==> config.mk <==
export PLATFORM = sky130hd
export DESIGN_NAME = sdf_isqrt
export DESIGN_NICKNAME = d
export VERILOG_FILES = /design/src/sdf_pkg.sv /design/src/sdf_isqrt.sv
export SDC_FILE = /design/constraint.sdc
export NUM_CORES = 2
export LEC_CHECK = 0
export BUFFER_PORTS_ARGS = -buffer_cell sky130_fd_sc_hd__buf_2
export CELL_PAD_IN_SITES_DETAIL_PLACEMENT = 1
export CELL_PAD_IN_SITES_GLOBAL_PLACEMENT = 1
export CORE_UTILIZATION = 45
export DETAILED_ROUTE_END_ITERATION = 7
export PLACE_DENSITY = 0.75
export SYNTH_ARGS = -nofsm -noshare
export SYNTH_HDL_FRONTEND = slang
export SYNTH_SLANG_ARGS = --single-unit
==> constraint.sdc <==
create_clock -name clock -period 4.8 [get_ports clock]
set_input_delay 0.48 -clock clock [delete_from_list [all_inputs] [get_ports clock]]
set_output_delay 0.48 -clock clock [all_outputs]
set_load 0.02 [all_outputs]
==> src/sdf_pkg.sv <==
// spring_damper_force package: field widths, register indexes and
// fixed-point helpers for the datapath; the checker and the testbench import it too.
// No dependencies.
package sdf_pkg;

   localparam int unsigned FieldW = 32;
   localparam int unsigned CoefW = 31;
   localparam int unsigned InFields = 12;
   localparam int unsigned OutFields = 7;
   localparam int unsigned ReqDataW = FieldW * InFields;
   localparam int unsigned RspDataW = FieldW * OutFields;
   localparam int unsigned CsrIdxW = 3;

   // sqrt of a 66-bit sum gives a 33-bit root
   localparam int unsigned SumW = 66;
   localparam int unsigned RootW = 33;
   // quotient of d*65536 by the length: |u| stays within 18 bits signed
   localparam int unsigned DivW = 48;
   localparam int unsigned DirW = 18;

   localparam logic [CoefW-1:0] KReset = 31'd65536;
   localparam logic [CoefW-1:0] CReset = 31'd0;
   localparam logic signed [FieldW-1:0] GxReset = 32'sd0;
   localparam logic signed [FieldW-1:0] GyReset = -32'sd642908;
   localparam logic signed [FieldW-1:0] GzReset = 32'sd0;

   typedef enum logic [CsrIdxW-1:0] {
      CSR_STIFFNESS_K = 3'd0,
      CSR_DAMPING_C   = 3'd1,
      CSR_GRAVITY_X   = 3'd2,
      CSR_GRAVITY_Y   = 3'd3,
      CSR_GRAVITY_Z   = 3'd4
   } csr_index_type;

   // saturate a wide signed value to 32 bits
   function automatic logic signed [FieldW-1:0] sat32(input logic signed [127:0] v);
      logic signed [127:0] hi;
      logic signed [127:0] lo;
      hi = 128'sd2147483647;
      lo = -128'sd2147483648;
      if (v > hi) return 32'sh7fffffff;
      if (v < lo) return 32'sh80000000;
      return v[FieldW-1:0];
   endfunction

endpackage

==> src/sdf_isqrt.sv <==
// spring_damper_force square root pipeline: one result bit per stage,
// restoring method over a 66-bit radicand. Depends on sdf_pkg.
module sdf_isqrt #(
   parameter int unsigned TagW = 8
) (
   input  logic                        clock,
   input  logic                        advance,
   input  logic [sdf_pkg::SumW-1:0]    rad,
   input  logic [TagW-1:0]             tag_in,
   output logic [sdf_pkg::RootW-1:0]   root,
   output logic [TagW-1:0]             tag_out
);
   import sdf_pkg::*;

   localparam int unsigned Steps = RootW;
   localparam int unsigned RemW = RootW + 2;

   logic [SumW-1:0]  rad_ff  [Steps+1];
   logic [RemW-1:0]  rem_ff  [Steps+1];
   logic [RootW-1:0] root_ff [Steps+1];
   logic [TagW-1:0]  tag_ff  [Steps+1];

   always_comb begin
      rad_ff[0]  = rad;
      rem_ff[0]  = '0;
      root_ff[0] = '0;
      tag_ff[0]  = tag_in;
   end

   // one bit pair of the radicand per stage
   for (genvar s = 0; s < Steps; s++) begin : g_step
      logic [RemW-1:0]  rem_in;
      logic [RemW-1:0]  trial;
      logic [RootW-1:0] root_in;
      always_comb begin
         rem_in = {rem_ff[s][RemW-3:0], rad_ff[s][SumW-1 -: 2]};
         trial  = {root_ff[s], 2'b01};
         if (rem_in >= trial) begin
            rem_in  = rem_in - trial;
            root_in = {root_ff[s][RootW-2:0], 1'b1};
         end else begin
            root_in = {root_ff[s][RootW-2:0], 1'b0};
         end
      end
      always_ff @(posedge clock) begin
         if (advance) begin
            rad_ff[s+1]  <= {rad_ff[s][SumW-3:0], 2'b00};
            rem_ff[s+1]  <= rem_in;
            root_ff[s+1] <= root_in;
            tag_ff[s+1]  <= tag_ff[s];
         end
      end
   end

   assign root    = root_ff[Steps];
   assign tag_out = tag_ff[Steps];
endmodule

# --- After elaboration in Yosys (flattened, before gate mapping) ---
# Index checks and enable logic that the tools add are counted.
classes:
  addsub: 32
  n_lt_le_gt_ge: 33
  mux: 65
op_table:
  columns: ["cell", "count"]
  rows:
  - ["33-bit 2-to-1 mux", 31]
  - ["35-bit by 10-bit greater-or-equal comparator with 1-bit output", 1]
  - ["35-bit by 11-bit greater-or-equal comparator with 1-bit output", 1]
  - ["35-bit by 12-bit greater-or-equal comparator with 1-bit output", 1]
  - ["35-bit by 13-bit greater-or-equal comparator with 1-bit output", 1]
  - ["35-bit by 14-bit greater-or-equal comparator with 1-bit output", 1]
  - ["35-bit by 15-bit greater-or-equal comparator with 1-bit output", 1]
  - ["35-bit by 16-bit greater-or-equal comparator with 1-bit output", 1]
  - ["35-bit by 17-bit greater-or-equal comparator with 1-bit output", 1]
  - ["35-bit by 18-bit greater-or-equal comparator with 1-bit output", 1]
  - ["35-bit by 19-bit greater-or-equal comparator with 1-bit output", 1]
  - ["35-bit by 20-bit greater-or-equal comparator with 1-bit output", 1]
  - ["35-bit by 21-bit greater-or-equal comparator with 1-bit output", 1]
  - ["35-bit by 22-bit greater-or-equal comparator with 1-bit output", 1]
  - ["35-bit by 23-bit greater-or-equal comparator with 1-bit output", 1]
  - ["35-bit by 24-bit greater-or-equal comparator with 1-bit output", 1]
  - ["35-bit by 25-bit greater-or-equal comparator with 1-bit output", 1]
  - ["35-bit by 26-bit greater-or-equal comparator with 1-bit output", 1]
  - ["35-bit by 27-bit greater-or-equal comparator with 1-bit output", 1]
  - ["35-bit by 28-bit greater-or-equal comparator with 1-bit output", 1]
  - ["35-bit by 29-bit greater-or-equal comparator with 1-bit output", 1]
  - ["35-bit by 3-bit greater-or-equal comparator with 1-bit output", 1]
  - ["35-bit by 30-bit greater-or-equal comparator with 1-bit output", 1]
  - ["35-bit by 31-bit greater-or-equal comparator with 1-bit output", 1]
  - ["other kinds (44)", 76]
word_totals:
  ff_bits: 2907
  output_inout_bits: 41
  word_cells: 261

# --- Logic depth before layout (Yosys ltp) ---
depth:
  word_depth: 2
  ltp_mapped: 15

# --- Worst setup path after synthesis ---
# No wires, ideal clock.
synth_timing:
  kind: "register -> register"
  start: "reg rem_ff[283] in the netlist's numbering"
  end: "reg rem_ff[248] in the netlist's numbering, data pin"
  setup_ns: 0.267
  t_arrival_ns: 3.231
  t_required_ns: 4.533
  slack_ns: 1.302
  path_stages_with_launch: 13
  period_less_slack_ns: 3.498
  cell_sequence: "edfxtp_1 > ha_1 > a21o_1 > a21o_1 > or3_1 > o211a_1 > a221oi_1 > o41ai_1 > nor3_1 > and2_1 > clkbuf_1 > clkbuf_1 > a21oi_1"
synth_between:
  elab_chain_cells: 2
synth_lines:
  columns: ["item", "line_no", "rtl"]
  rows:
  - ["from (decl)", "sdf_isqrt.sv:19", "logic [RemW-1:0] rem_ff [Steps+1];"]
  - ["from (signal, indexed assignment)", "sdf_isqrt.sv:48", "rem_ff[s+1] <= rem_in;"]
  - ["35-bit by 27-bit greater-or-equal comparator with 1-bit output", "sdf_isqrt.sv:38", "if (rem_in >= trial) begin"]
  - ["33-bit 2-to-1 mux", "sdf_isqrt.sv:38", null]
  - ["net g_step[25].rem_in[3]", "sdf_isqrt.sv:32", "logic [RemW-1:0] rem_in;"]
# The timed path passes the listed nets, and every way through them passes these cells.
# A chain may end at the register's enable or synchronous reset.

# --- Worst setup path in the final report ---
layout_timing:
  start: "reg rem_ff[991] in the netlist's numbering"
  end: "reg rem_ff[953] in the netlist's numbering, data pin"
layout_between:
  elab_chain_cells: 2
layout_lines:
  columns: ["item", "line_no"]
  rows:
  - ["35-bit by 7-bit greater-or-equal comparator with 1-bit output", "sdf_isqrt.sv:38"]
  - ["33-bit 2-to-1 mux", "sdf_isqrt.sv:38"]
  - ["net g_step[5].rem_in[8]", "sdf_isqrt.sv:32"]
# The timed path passes the listed nets, and every way through them passes these cells.

==> metrics.cfg <==
[setup_path]
critPathKind=flip-flop to flip-flop
crit_slowest_cell=or3_1
crit_buf_inv=0
cp-start-kind=flip-flop
required_ps=5440
cp_top_family=simple AND/OR/NAND/NOR gates
path_max_fanout=16
worst_setup_path_end_kind=flip-flop
path_cells=or4_1 -> or3_1 -> nor4_4 -> nand4b_1 -> or2_1 -> nand3b_1 -> or3_1 -> nand2_1 -> nor2_1 -> xor2_1
crit_arrival_ps=4890
path_common_cell=or3_1
critical_path.max_stage_delay_ps=620

[route]
drtAntennaViolNets=0
met3_length_mm=11.5
viasPerCell=5.50
top_layer=met5
wl_met1_mm=130
wl_met2_mm=155
drt_drc_violations_left=0
drtIter0Drc=5272
drt_wl_total_mm=307
wl_per_cell_microns=21.6
dr_total_vias=78200
firstDrtPassIters=6

[pwr]
p_leak_nw=55.7
p_per_area_nw_per_um2=498
ir_drop_uv=331

[logic_synthesis]
ys.flop_type=edfxtp_1
yosysSeqAreaShare_pct=66.4
postSynthCellCount=9793
syn_nets=10500
synth_cell_types=95
synth_area_per_cell_sq_um=13.3
synthTopCellsByArea=edfxtp_1, ha_1, xnor2_1
synth_top_area_share_pct=66.4
yosysWarnings=0
yosys_register_bits=2875
synth_top_area_cell=edfxtp_1
synth_enable_flop_cells=2875
netlist_area_sq_um=130000
async_reset_ff_share_pct=0

[hold_path]
hold_class=input port to flip-flop

[placed_design]
dp_hpwl_mm=224
numPortBuffers=116
place_congestion=0.915
dp_cells=13600

[global_route]
grt_usage_pct=20.8
antenna_found_initial=8
grt_pass1_wl_mm=477
grt_start_max_net_pins=139
grt_pass1_vias=82800
grt-ovfl-total=0

[sta]
fmax_mhz=235
finalSetupViolations=0
rsz0062_at_grt=false
maxSlewViolCount=0
whs_ps=193
relSlewSlack_pct=25.6
worst_clock_skew_ps=72.1
setup_tns_ps=0
fin_crit_sh_pct=88.5
tightest_slew_ps=1090
period_needed_ps=4250
final_hold_viol_count=0

[layout]
seq_area_sq_um=86300
final_nets=10900
fill_cells=28300
instances_no_fill=14200
drive_gt1_share_pct=8.14
layout_commonest_cell=edfxtp_1
syn2layout_area_growth_pct=13.0
multi_input_area_sq_um=39900
final_cell_mix=edfxtp_1, inv_1, nand2_1, ha_1, a21oi_1

[cts]
cts_buffers=312
cts-root-buf=clkbuf_16
post-cts-setup-buffers=0
cts_tree=done
cts_repair_resize_count=0
cts_sinks=2875
insertion_delay_ps=920
cts_buffer_depth=4
cts_hold_buf=75
h-tree-depth=5
clk_pin_slew_ps=60

[floorplan]
fp.dieW_microns=539
ios=117
dieArea_sq_um=291000
die_h_microns=539
start_util_pct=45.4
core_sq_um=286000
num_rows=196

[status]
outcome=complete, no violations

[run]
drv_cap=0

==> layer usage <==
layer,vias up,GRT usage (%)
met5,-,0
li1,37000,-
met4,2,7.55
met1,39100,26.1
met3,560,2.39
met2,1518,36.8
==> state kept, by name, summed over array words and instances (netlist names) <==
signal        count
rad_ff         1056
tag_out           8
g_step.trial    528
tag_ff          256
root             33
rem_ff          994
==> power breakdown <==
group	internal [mW]	switching (mW)	leakage (nW)
clock	14.2	10.1	5.02
sequential	31.7	2.30	27.7
combinational	6.07	8.88	22.9
==> metrics by stage <==
step           utilization (%)  instance area, sq um  setup slack (ps)  total power, mW
2_1_floorplan                -                130000              1300             43.8
3_3_place_gp              47.4                136000               676             48.7
3_5_place_dp              47.4                136000               633             49.2
4_1_cts                   51.3                147000               631             74.0
5_1_grt                   51.3                147000               269             76.6
6_report                  51.3                147000               552             73.2
==> synth_stat cells, drive strengths merged (12+ instances only) <==
master   count
a21oi      579
xnor2      410
nand4b      17
a21boi      47
a21o       239
o31ai       68
mux2i       14
nand3      146
nand2      733
clkbuf     190
ha         598
a41oi       12
o211ai      26
nor3       227
a221oi      14
xor2       392
buf         30
o21bai      54
nand2b     112
o21a       116
or3        104
nor4       116
inv        782
a211oi      28
mux2        85
a2111oi     17
nand3b      21
edfxtp    2875
a31oi       57
o2111ai     18
and2        44
and3        51
nor4b       16
or4         54
o21ai      560
a211o       15
or2         35
a311oi      12
nor2       526
nor2b      100
nand4       96
and4        14
==> cells by family (layout without fill, tap and decap cells) <==
family / Yosys count / count (layout) / synth area share, %
DFF: 2875 / 2875 / 66.4
muxes: 99 / 99 / 0.844
xor gates and xnor gates: 802 / 802 / 5.40
buffers and inverters: 1002 / 1644 / 2.93
and+or+nand+nor: 2437 / 2437 / 9.23
adders and majority gates: 598 / 598 / 5.76
other: 1 / 7 / 0.00288
AOI/OAI and AO/OA: 1979 / 1979 / 9.43
==> worst paths after layout <==
kind / start / endpoint / slack (ps) / cells after the start
worst max register to register: rem_ff[991] / rem_ff[953] / 550 / 10
worst max-delay path: rem_ff[991] / rem_ff[953] / 550 / 10
worst min register to register: rad_ff[1093] / rad_ff[1029] / 370 / 0
worst min-delay path: advance / rad_ff[2129] / 190 / 1
==> cell type report <==
cell class,instances,area share (%)
antenna,6,0.0102
tap,3762,3.20
clock inverter,201,1.59
timing repair buffer,300,1.76
multi-input combinational,5916,27.2
sequential,2875,58.8
inverter,782,2.00
clock buffer,361,5.48
Power figures use the tool's default switching activity.
